File: src/hw/rtl/vsa_pkg.sv
`timescale 1ns / 1ps
// ----------------------------------------------------------------------------
// vsa_pkg
// types, codes and constants shared by the voice steal allocator
// ----------------------------------------------------------------------------
package vsa_pkg;

    localparam int DEF_VOICE_SLOTS = 32;
    localparam logic [5:0] MAX_VOICES_RST = 6'd32;

    typedef enum logic [1:0] {
        OP_PLAY     = 2'd0,
        OP_UPDATE   = 2'd1,
        OP_STOP     = 2'd2,
        OP_LISTENER = 2'd3
    } t_op;

    typedef enum logic [1:0] {
        ST_DONE    = 2'd0,
        ST_REFUSED = 2'd1,
        ST_UNKNOWN = 2'd2,
        ST_NOSLOT  = 2'd3
    } t_status;

    typedef struct packed {
        t_op                operation;
        logic [31:0]        handle;
        logic [7:0]         priority_req;
        logic [15:0]        volume;
        logic               spatialized;
        logic signed [23:0] pos_x;
        logic signed [23:0] pos_y;
        logic signed [23:0] pos_z;
        logic [22:0]        near_distance;
        logic [22:0]        far_distance;
    } t_in;

    typedef struct packed {
        t_status     status;
        logic [31:0] new_handle;
        logic        evicted;
        logic [31:0] evicted_handle;
        logic [5:0]  active_count;
    } t_out;

    typedef struct packed {
        logic [31:0] handle;
        logic [7:0]  prio;
        logic [15:0] volume;
        logic        spatial;
        logic [23:0] pos_x;
        logic [23:0] pos_y;
        logic [23:0] pos_z;
        logic [22:0] near_d;
        logic [22:0] far_d;
    } t_slot;

    typedef enum logic [3:0] {
        S_IDLE, S_CAP, S_INSC, S_SCAN, S_LOAD, S_SCORE,
        S_DECIDE, S_ALLOC, S_FSCAN, S_FCHK, S_LIS, S_DONE
    } t_state;

    typedef enum logic [2:0] {
        A_IDLE, A_MUL, A_CMP, A_SQRT, A_DIV, A_DONE
    } t_aud_state;

    typedef struct packed {
        logic    load_req;
        logic    idx_inc;
        logic    aud_start;
        logic    aud_sel_ram;
        logic    save_ia;
        logic    consider;
        logic    free_best;
        logic    free_idx;
        logic    alloc;
        logic    wr_params;
        logic    set_listener;
        logic    st_we;
        t_status st_code;
        logic    out_load;
    } t_cmd;

    typedef struct packed {
        t_op  op;
        logic cap_hit;
        logic aud_done;
        logic idx_end;
        logic idx_valid;
        logic match;
        logic handle_zero;
        logic refuse;
        logic has_free;
        logic out_free;
    } t_sts;

endpackage

File: src/hw/rtl/vsa_ctrl.sv
`timescale 1ns / 1ps
// ----------------------------------------------------------------------------
// vsa_ctrl
// sequencer for play, update, stop and listener requests
// ----------------------------------------------------------------------------
module vsa_ctrl
    import vsa_pkg::*;
(
    input  logic i_clk,
    input  logic i_rst_n,
    input  logic i_in_valid,
    output logic o_in_ready,
    input  t_sts i_sts,
    output t_cmd o_cmd
);
    t_state r_state, n_state;

    always_comb begin
        n_state = r_state;
        unique case (r_state)
            S_IDLE: begin
                if (i_in_valid) begin
                    n_state = S_CAP;
                end
            end
            S_CAP: begin
                unique case (i_sts.op)
                    OP_PLAY:             n_state = i_sts.cap_hit ? S_INSC : S_ALLOC;
                    OP_UPDATE, OP_STOP:  n_state = S_FSCAN;
                    OP_LISTENER:         n_state = S_LIS;
                    default:             n_state = S_LIS;
                endcase
            end
            S_INSC:   if (i_sts.aud_done) n_state = S_SCAN;
            S_SCAN: begin
                if (i_sts.idx_end) begin
                    n_state = S_DECIDE;
                end else if (i_sts.idx_valid) begin
                    n_state = S_LOAD;
                end
            end
            S_LOAD:   n_state = S_SCORE;
            S_SCORE:  if (i_sts.aud_done) n_state = S_SCAN;
            S_DECIDE: n_state = i_sts.refuse ? S_DONE : S_ALLOC;
            S_ALLOC:  n_state = S_DONE;
            S_FSCAN: begin
                if (i_sts.idx_end || i_sts.handle_zero) begin
                    n_state = S_DONE;
                end else if (i_sts.idx_valid) begin
                    n_state = S_FCHK;
                end
            end
            S_FCHK:   n_state = i_sts.match ? S_DONE : S_FSCAN;
            S_LIS:    n_state = S_DONE;
            S_DONE:   if (i_sts.out_free) n_state = S_IDLE;
            default:  n_state = S_IDLE;
        endcase
    end

    always_ff @(posedge i_clk) begin
        if (!i_rst_n) begin
            r_state <= S_IDLE;
        end else begin
            r_state <= n_state;
        end
    end

    always_comb begin
        o_cmd = '0;
        o_cmd.st_code = ST_DONE;
        unique case (r_state)
            S_IDLE: o_cmd.load_req = i_in_valid;
            S_CAP: begin
                if (i_sts.op == OP_PLAY && i_sts.cap_hit) begin
                    o_cmd.aud_start = 1'b1;
                end
            end
            S_INSC: o_cmd.save_ia = i_sts.aud_done;
            S_SCAN: begin
                if (!i_sts.idx_end && !i_sts.idx_valid) begin
                    o_cmd.idx_inc = 1'b1;
                end
            end
            S_LOAD: begin
                o_cmd.aud_start   = 1'b1;
                o_cmd.aud_sel_ram = 1'b1;
            end
            S_SCORE: begin
                o_cmd.consider = i_sts.aud_done;
                o_cmd.idx_inc  = i_sts.aud_done;
            end
            S_DECIDE: begin
                if (i_sts.refuse) begin
                    o_cmd.st_we   = 1'b1;
                    o_cmd.st_code = ST_REFUSED;
                end else begin
                    o_cmd.free_best = 1'b1;
                end
            end
            S_ALLOC: begin
                if (i_sts.has_free) begin
                    o_cmd.alloc = 1'b1;
                end else begin
                    o_cmd.st_we   = 1'b1;
                    o_cmd.st_code = ST_NOSLOT;
                end
            end
            S_FSCAN: begin
                if (i_sts.idx_end || i_sts.handle_zero) begin
                    o_cmd.st_we   = 1'b1;
                    o_cmd.st_code = ST_UNKNOWN;
                end else if (!i_sts.idx_valid) begin
                    o_cmd.idx_inc = 1'b1;
                end
            end
            S_FCHK: begin
                if (i_sts.match) begin
                    o_cmd.wr_params = i_sts.op == OP_UPDATE;
                    o_cmd.free_idx  = i_sts.op == OP_STOP;
                end else begin
                    o_cmd.idx_inc = 1'b1;
                end
            end
            S_LIS:  o_cmd.set_listener = 1'b1;
            S_DONE: o_cmd.out_load = i_sts.out_free;
            default: ;
        endcase
    end

    assign o_in_ready = r_state == S_IDLE;
endmodule

File: config.mk
export PLATFORM = sky130hd
export DESIGN_NAME = vsa_ctrl
export DESIGN_NICKNAME = d
export VERILOG_FILES = /design/src/hw/rtl/vsa_pkg.sv /design/src/hw/rtl/vsa_ctrl.sv
export SDC_FILE = /design/constraint.sdc
export NUM_CORES = 1
export LEC_CHECK = 0
export ABC_AREA = 1
export BUFFER_PORTS_ARGS = -buffer_cell sky130_fd_sc_hd__buf_2
export CORE_UTILIZATION = 41
export DETAILED_ROUTE_END_ITERATION = 10
export PLACE_DENSITY_LB_ADDON = 0.2
export SLEW_MARGIN = 15
export SYNTH_ARGS = -nofsm -noshare
export SYNTH_HDL_FRONTEND = slang
export SYNTH_SLANG_ARGS = --single-unit
export TNS_END_PERCENT = 10
File: constraint.sdc
create_clock -name i_clk -period 1.11 [get_ports i_clk]
set_clock_uncertainty 0.05 [all_clocks]
set_input_delay 0.222 -clock i_clk [delete_from_list [all_inputs] [get_ports i_clk]]
set_output_delay 0.222 -clock i_clk [all_outputs]
set_load 0.01 [all_outputs]
==> flow_summary.yaml, run 1 <==
timing:
  tightestPinTransition_ns: 0.201
  hold_viol: 0
  max_freq_mhz: 648
  final-setup-viol-count: 20
  relSlewSlack_pct: 86.6
  timing.final.ws_setup_ns: -0.433
  rsz0062_at_grt: "true"
  slew_viol_final: 0
  post-route-period-util_pct: 139
  setup-tns-final_ns: -6.75
  fin_crit_ns: 1.54
synthesis:
  syn_nets: 149
  yosys.area.top_type: "nand2_1"
  synth_cell_type_count: 16
  synthArstFlopShare_pct: 0
  synth_top_area_share_pct: 22.2
  synthTopCellsByArea: "nand2_1 22%, inv_1 15%, nor2_1 14%, dfxtp_1 12%, nand3_1 9.8%"
  synth-seq-cells: 4
  synth_area_sq_um: 661
  synth_common_cells: "39 x nand2_1, 26 x inv_1, 25 x nor2_1, 13 x nand3_1"
  synthFlopType: "dfxtp_1"
  yosys_warnings: 0
  synth_edf_count: 0
  synth.avg_cell_area_sq_um: 5.04
  ys_seq_area_share_pct: 12.1
  yosysMostFrequentCell: "nand2_1"
  synth_cells: 131
cells_and_area:
  antennaDiodeCount: 0
  drive_gt1_share_pct: 43.9
  largest_reg_flops: 4
  fin_util_pct: 70.3
  top_regs: "r_state: 4 flops"
  fin_cells: 196
  top_register: "r_state"
  fillers: 142
  postLayoutCellArea_sq_um: 1060
  area.growth.synth_to_final_pct: 60.2
  nets: 199
clock_network:
  htree_levels: 1
  clk_pin_slew_worst_paths_ns: 0.04
  numCtsBuffers: 3
  ctsHoldBuffers: 0
  clk-insertion-delay-late_ns: 0.24
  cts_tree: "built"
  cts_sinks: 4
  ctsRootBufferMaster: "clkbuf_4"
  cts_buffer_depth: 2
floorplanning:
  die_h_um: 42.1
  fp.coreArea_sq_um: 1510
  design.die.area_sq_um: 1780
  num_rows: 14
  io_pins: 30
  start_util_pct: 43.9
  die_w_um: 42.1
grt:
  grt_max_degree: 6
  globalRouteMet2Util_pct: 46.9
  met3_usage_pct: 3.45
  grtUsageMet1_pct: 28.7
  grtUsageTotal_pct: 25.5
  gr-total-overflow: 0
  grt_pass1_vias: 878
  grt-busiest-layer: "met2"
  antenna_found_initial: 0
  grt_pass1_wl_um: 3480
place:
  placedCellCount: 189
  gp_congestion: 0.878
  place_area_sq_um: 982
  numPortBuffers: 29
  pre_cts_ws_ns: -0.248
  dp_hpwl_um: 1770
critical_path:
  cp_cell_sequence: "inv_4 > nor2_2 > nand2_2 > o221ai_2 > buf_2"
  arrival_ns: 1.27
  max_stage_delay_ns: 0.40
  cp-end-kind: "output port"
  crit_required_ns: 0.84
  crit_buf_inv: 2
  criticalPathCategory: "reg -> out"
  crit_fanout: 5
  ff2ff_path_depth: 9
  crit_family: "flip-flops"
  r2r_start: "r_state[1]$_SDFFE_PN0P_"
  crit_path_start_kind: "register"
  r2r_slack_ns: -0.27
  r2r-end: "r_state[1]$_SDFFE_PN0P_"
  crit_slowest_cell: "dfxtp_4"
route:
  drt-vias-per-instance: 4.88
  drt-initial-drc-count: 21
  dr.pass1.iters: 7
  wl_per_cell_um: 10.9
  ant_nets: 0
  drt_wl_total_um: 2140
  drc: 1
  vias: 957
run_status:
  violations: "DRC, setup timing"
  outcome: "finished, violations left"
min_path:
  whs_endpoint: "r_state[0]$_SDFFE_PN0P_"
  min_path_type: "in -> reg"
  whs_path_depth: 3
  hold_start: "i_rst_n"
run:
  drv_cap: 0
pwr:
  p_leak_nw: 0.649
  ir_drop_mv: 1.24
  p_per_area_nw_per_um2: 2110
==> logic make-up after synthesis <==
group | share of synthesized area, %
adders and majority gates | 7.58
and+or+nand+nor | 59.7
AOI/OAI and AO/OA | 5.30
DFF | 12.1
buffers and inverters | 15.3
==> tightest hold or removal path, stage by stage <==
cell,delay [ns]
buf_2,0.08
inv_1,0.08
a21oi_2,0.11
==> how the worst max path moves through the flow <==
stage                               to                     from  cells after the start  slack [ns]
6_report                     o_cmd[13]  r_state[2]$_SDFFE_PN0P_                      5       -0.43
3_3_place_gp   r_state[0]$_SDFFE_PN0P_                 i_sts[9]                     11       -0.20
2_1_floorplan  r_state[1]$_SDFFE_PN0P_  r_state[0]$_SDFFE_PN0P_                      9       -0.04
3_5_place_dp   r_state[1]$_SDFFE_PN0P_  r_state[2]$_SDFFE_PN0P_                      8       -0.25
4_1_cts                      o_cmd[13]  r_state[1]$_SDFFE_PN0P_                      5       -0.46
5_1_grt                      o_cmd[13]  r_state[2]$_SDFFE_PN0P_                      5       -0.49
==> where the power goes <==
group          total, mW  leakage [nW]  switching [mW]  internal, mW
combinational       1.66         0.599           0.957         0.704
clock              0.214        0.0150          0.0776         0.136
sequential         0.356        0.0356           0.117         0.239
total               2.23         0.649            1.15          1.08
==> through the flow <==
stage | total power, mW | hold slack [ns]
6_report | 2.23 | 0.233
5_1_grt | 2.41 | 0.262
4_1_cts | 2.18 | 0.214
3_5_place_dp | 1.85 | 0.451
3_3_place_gp | 1.82 | 0.445
2_1_floorplan | 1.30 | 0.332
==> layer usage <==
metal / vias up / part of all wire [%]
met3: 4 / 4.7
met5: - / 0
met2: 35 / 53
met1: 421 / 41
li1: 497 / -
met4: 0 / 1.4
==> cell type report <==
cell class	instances	area [sq um]	share of cell area, %
Tap cell	16	20.0	1.89
Timing Repair Buffer	45	278	26.2
Sequential cell	4	95.1	8.98
Multi-Input combinational cell	100	533	50.4
Clock buffer	4	26.3	2.48
Inverter	27	106	10.0
==> layout by cell type (no fill, tap or decap) <==
master / count
nor2_1: 20
ha_1: 4
nand3_1: 13
clkbuf_4: 3
nand3_2: 1
nand3b_1: 1
buf_2: 29
a21oi_2: 2
nand2_1: 36
buf_4: 15
inv_1: 22
a21oi_1: 2
nor3_2: 1
buf_12: 1
nor2_4: 4
dfxtp_4: 4
o22ai_1: 1
clkbuf_1: 1
nand2_2: 7
o221ai_2: 1
inv_2: 3
inv_4: 2
nor3_1: 1
nor2_2: 6
==> timing repair <==
action                     4_1_cts  5_1_grt
gates resized for setup          6        4
setup endpoints to repair       20       20
pin swaps                        5        2
setup buffers                    3        0
cloned                           0        0
Power figures use the tool's default switching activity.
==> inputs of run 2 (changes only) <==
--- a/config.mk
+++ b/config.mk
@@ -6,10 +6,12 @@
 export NUM_CORES = 1
 export LEC_CHECK = 0
 export ABC_AREA = 1
-export BUFFER_PORTS_ARGS = -buffer_cell sky130_fd_sc_hd__buf_2
+export BUFFER_PORTS_ARGS = -buffer_cell sky130_fd_sc_hd__buf_4
 export CORE_UTILIZATION = 41
+export CTS_CLUSTER_DIAMETER = 80
 export DETAILED_ROUTE_END_ITERATION = 10
 export PLACE_DENSITY_LB_ADDON = 0.2
+export SETUP_SLACK_MARGIN = 0.4
 export SLEW_MARGIN = 15
 export SYNTH_ARGS = -nofsm -noshare
 export SYNTH_HDL_FRONTEND = slang
==> flow_summary.yaml, run 2 (same netlist as run 1, synthesis figures left out) <==
pwr:
  p_leak_nw: 0.705
  ir_drop_mv: 1.47
  p_per_area_nw_per_um2: 2070
cells_and_area:
  mostFrequentLayoutCells: "42 x buf_4, 31 x nand2_1, 21 x inv_1"
  layout_commonest_cell: "buf_4"
  antennaDiodeCount: 0
  top_register: "r_state"
  nets: 201
  largest_reg_flops: 4
  area.growth.synth_to_final_pct: 88.4
  drive_gt1_share_pct: 53.3
  fin_cells: 198
  top_regs: "r_state: 4 flops"
clock_network:
  clk-insertion-delay-late_ns: 0.24
  clk_pin_slew_worst_paths_ns: 0.04
  htree_levels: 1
  ctsHoldBuffers: 0
  numCtsBuffers: 3
  cts_sinks: 4
  cts_tree: "built"
  cts_buffer_depth: 2
  ctsRootBufferMaster: "clkbuf_4"
place:
  dp_hpwl_um: 1730
  placedCellCount: 186
  gp_congestion: 0.903
  numPortBuffers: 29
  pre_cts_ws_ns: -0.281
route:
  dr.pass1.iters: 4
  drc: 0
  drt-vias-per-instance: 5.05
  vias: 999
  ant_nets: 0
  drt_wl_total_um: 2490
  wl_per_cell_um: 12.6
  drt-initial-drc-count: 16
critical_path:
  crit_path_start_kind: "register"
  crit_required_ns: 0.84
  arrival_ns: 1.34
  criticalPathCategory: "reg -> out"
  cp-end-kind: "output port"
  crit_fanout: 4
timing:
  rsz0062_at_grt: "true"
  max_freq_mhz: 621
  slew_viol_final: 0
  fin_crit_ns: 1.61
  tightestPinTransition_ns: 0.173
  timing.final.ws_setup_ns: -0.500
  post-route-period-util_pct: 145
  final-setup-viol-count: 20
  hold_viol: 0
  relSlewSlack_pct: 88.4
floorplanning:
  fp.coreArea_sq_um: 1510
  start_util_pct: 43.9
  design.die.area_sq_um: 1780
  die_h_um: 42.1
  io_pins: 30
  num_rows: 14
  die_w_um: 42.1
grt:
  antenna_found_initial: 0
  grt_max_degree: 8
  grt_pass1_wl_um: 3430
  gr-total-overflow: 0
  grt_pass1_vias: 820
  grtUsageTotal_pct: 25.3
run_status:
  outcome: "finished, violations left"
  violations: "setup timing"
min_path:
  min_path_type: "in -> reg"
run:
  drv_cap: 0
-- run 2: layer usage --
layer  global-route usage [%]  share of wire, %  vias up
met4                     4.38               1.3        0
met5                        0                 0        -
met1                     28.4                38      454
met3                     6.90               6.0        4
met2                     47.8                55       40
li1                         -                 -      501
-- run 2: final cells by class --
type	instances	area (sq um)
Multi-Input combinational cell	100	618
Timing Repair Buffer	47	372
Fill cell	96	262
Tap cell	16	20.0
Inverter	27	114
Clock buffer	4	26.3
Sequential cell	4	95.1
-- run 2: metrics by stage --
stage	hold WS, ns	cell area (sq um)	util [%]	power, mW	setup TNS [ns]
after global placement	0.450	1020	67.9	1.80	-2.36
after CTS	0.211	1110	73.8	2.17	-6.31
final	0.244	1240	82.6	2.58	-7.03
after detailed placement	0.453	1020	67.9	1.82	-2.73
after floorplan	0.332	709	-	1.31	-0.234
after global routing	0.262	1240	82.6	2.75	-8.15
-- run 2: timing repair --
action | in CTS | in global routing
endpoints found under the setup margin | 20 | 20
gates resized for setup | 15 | 25
setup buffers | 2 | 6
pin swaps | 6 | 8
gates cloned | 0 | 0
-- run 2: path summary, 6_finish.rpt --
path,start,to,slack (ns),cells after the start
hold reg to reg,r_state[0]$_SDFFE_PN0P_,r_state[0]$_SDFFE_PN0P_,0.49,2
hold / removal,i_rst_n,r_state[1]$_SDFFE_PN0P_,0.24,3
setup / recovery,r_state[3]$_SDFFE_PN0P_,o_cmd[13],-0.50,7
setup reg to reg,r_state[1]$_SDFFE_PN0P_,r_state[3]$_SDFFE_PN0P_,-0.32,9
-- run 2: worst max-delay path, stage by stage (launching register included) --
cell and delay [ns]:
dfxtp_4 0.38, inv_4 0.06, nor2_4 0.18, nand2_1 0.09, nor2_2 0.11, nor2_2 0.07, o221ai_2 0.07, buf_4 0.15
-- run 2: report_power, final --
part / internal (mW) / switching (mW)
Sequential: 0.240 / 0.162
Combinational: 0.886 / 1.09
Clock: 0.135 / 0.0688
Total: 1.26 / 1.32
==> inputs of run 3 (changes only) <==
--- a/config.mk
+++ b/config.mk
@@ -5,11 +5,11 @@
 export SDC_FILE = /design/constraint.sdc
 export NUM_CORES = 1
 export LEC_CHECK = 0
-export ABC_AREA = 1
 export BUFFER_PORTS_ARGS = -buffer_cell sky130_fd_sc_hd__buf_4
 export CORE_UTILIZATION = 41
 export CTS_CLUSTER_DIAMETER = 80
 export DETAILED_ROUTE_END_ITERATION = 10
+export MAX_ROUTING_LAYER = met4
 export PLACE_DENSITY_LB_ADDON = 0.2
 export SETUP_SLACK_MARGIN = 0.4
 export SLEW_MARGIN = 15
==> flow_summary.yaml, run 3 <==
synthesis:
  synth_cell_type_count: 41
  synthFlopType: "dfxtp_1"
  ys_seq_area_share_pct: 12.0
  synth_area_sq_um: 669
  synth-seq-cells: 4
  syn_nets: 113
  synth_edf_count: 0
  synthArstFlopShare_pct: 0
  synth.avg_cell_area_sq_um: 7.05
  yosysMostFrequentCell: "nor2b_1"
  yosys_warnings: 0
  synth_top_area_share_pct: 12.0
  synthTopCellsByArea: "dfxtp_1 12%, ha_1 7.5%, nor2b_1 6.5%, and3_1 4.7%, nand2_1 3.4%"
  synth_cells: 95
  yosys.area.top_type: "dfxtp_1"
  synth_common_cells: "7 x nor2b_1, 6 x nand2_1, 6 x nor2_1, 5 x and3_1, 5 x clkbuf_1"
route:
  drt-vias-per-instance: 5.58
  drt-initial-drc-count: 17
  dr.pass1.iters: 4
  drc: 0
  wl_per_cell_um: 13.8
  vias: 892
  ant_nets: 0
  drt_wl_total_um: 2210
cells_and_area:
  antennaDiodeCount: 0
  nets: 164
  largest_reg_flops: 4
  fin_util_pct: 76.4
  layout_commonest_cell: "buf_4"
  drive_gt1_share_pct: 51.4
  area.growth.synth_to_final_pct: 73.8
  top_register: "r_state"
  mostFrequentLayoutCells: "50 x buf_4, 6 x nor2_1, 6 x nand2_1"
  top_regs: "r_state: 4 flops"
clock_network:
  cts_sinks: 4
  clk-insertion-delay-late_ns: 0.25
  cts_tree: "built"
  htree_levels: 1
  ctsRootBufferMaster: "clkbuf_4"
  clk_pin_slew_worst_paths_ns: 0.04
  ctsHoldBuffers: 0
  cts_buffer_depth: 2
  numCtsBuffers: 3
pwr:
  power_frac_seq_pct: 11.8
  switching_share_pct: 43.7
  power_frac_comb_pct: 80.1
  ir_drop_mv: 1.91
  p_leak_nw: 0.558
  intPower_mw: 1.34
  net-switching-power_mw: 1.04
  clkPwrFrac_pct: 8.2
  p_per_area_nw_per_um2: 2040
critical_path:
  criticalPathCategory: "reg -> out"
  r2r_slack_ns: -0.65
  cp-end-kind: "output port"
  max_stage_delay_ns: 0.52
  crit_buf_inv: 1
  arrival_ns: 1.64
  crit_slowest_cell: "or4b_4"
  crit_fanout: 2
  crit_required_ns: 0.84
  crit_family: "simple AND/OR/NAND/NOR gates"
  cp_cell_sequence: "or4b_4 > a211oi_4 > a31oi_1 > o21bai_1 > buf_4"
  crit_path_start_kind: "register"
place:
  gp_congestion: 0.836
  numPortBuffers: 29
  dp_hpwl_um: 1610
floorplanning:
  num_rows: 14
  start_util_pct: 43.9
  die_h_um: 42.4
  die_w_um: 42.4
  design.die.area_sq_um: 1800
  io_pins: 30
  fp.coreArea_sq_um: 1520
grt:
  gr-total-overflow: 0
  grt_pass1_vias: 867
  grt_pass1_wl_um: 3910
  grt_max_degree: 14
  antenna_found_initial: 0
  grtUsageTotal_pct: 28.8
timing:
  max_freq_mhz: 523
  post-route-period-util_pct: 172
  rsz0062_at_grt: "true"
  tightestPinTransition_ns: 0.330
  fin_crit_ns: 1.91
  timing.final.ws_setup_ns: -0.800
  final-setup-viol-count: 20
  hold_viol: 0
  finalHoldWorstSlack_ns: 0.216
  slew_viol_final: 0
  relSlewSlack_pct: 77.9
  setup-tns-final_ns: -10.92
min_path:
  min_path_type: "in -> reg"
run_status:
  violations: "setup timing"
  outcome: "finished, violations left"
run:
  drv_cap: 0
## run 3: changes by cell type after synthesis, sizes merged, moves of 5 or more
cell    before  now
o21ai        0    5
clkbuf       0    5
nand3       14    1
nand2       43    6
and3         0    5
nor2        30    6
nor2b        0    7
inv         27    4
## run 3: power by group through the flow
| stage | Sequential, mW | Combinational (mW) | Clock [mW] |
|---|---|---|---|
| after floorplan | 0.266 | 0.954 | 0 |
| after global placement | 0.256 | 1.65 | 0 |
| after detailed placement | 0.261 | 1.69 | 0 |
| after CTS | 0.270 | 1.82 | 0.202 |
| after global routing | 0.290 | 2.06 | 0.210 |
| final | 0.280 | 1.90 | 0.194 |
## run 3: cell families (layout without fill, tap and decap cells)
group	count (synthesis)	in the layout	synth area share (%)
AO/OA/AOI/OAI	27	27	28.6
flip-flops	4	4	12.0
multiplexers	2	2	2.99
buffers and inverters	11	60	6.54
adder cells (fa/ha/maj)	4	4	7.48
AND/OR/NAND/NOR	47	47	42.4
## run 3: worst paths after layout
check                          start                       to  cells past startpoint
max          r_state[1]$_SDFFE_PN0P_                o_cmd[13]                      5
min                          i_rst_n  r_state[1]$_SDFFE_PN0P_                      3
max reg2reg  r_state[1]$_SDFFE_PN0P_  r_state[0]$_SDFFE_PN0P_                      6
min reg2reg  r_state[3]$_SDFFE_PN0P_  r_state[3]$_SDFFE_PN0P_                      3
## run 3: layout make-up
type | instances | area [sq um]
Fill cell | 124 | 360
Clock buffer | 3 | 22.5
Multi-Input combinational cell | 80 | 611
Tap cell | 16 | 20.0
Sequential cell | 4 | 86.3
Timing Repair Buffer | 53 | 409
Inverter | 4 | 15.0
## run 3: worst min-delay path, stage by stage
cell and delay (ns):
buf_4 0.13, nand2_1 0.06, o31ai_1 0.06
## run 3: metal layers
layer	vias to the layer above	track usage (%)	wire, um
met3	4	5.60	98
li1	449	-	-
met4	0	8.75	24
met5	-	-	0
met2	26	50.5	1140
met1	413	32.7	947
## run 3: per-stage QoR
stage	cells	worst slack (ns)	area (sq um)	power [mW]
after global placement	156	-0.622	1060	1.91
after detailed placement	156	-0.639	1060	1.95
after global routing	160	-0.907	1160	2.56
final	160	-0.800	1160	2.38
after CTS	160	-0.831	1130	2.29
after floorplan	95	-0.558	677	1.22
## run 3: what timing repair did
item / in CTS / in global routing
pin swaps: 4 / 1
setup buffers: 1 / 0
resized for setup: 13 / 6
cloned: 0 / 0
endpoints found under the setup margin: 20 / 20
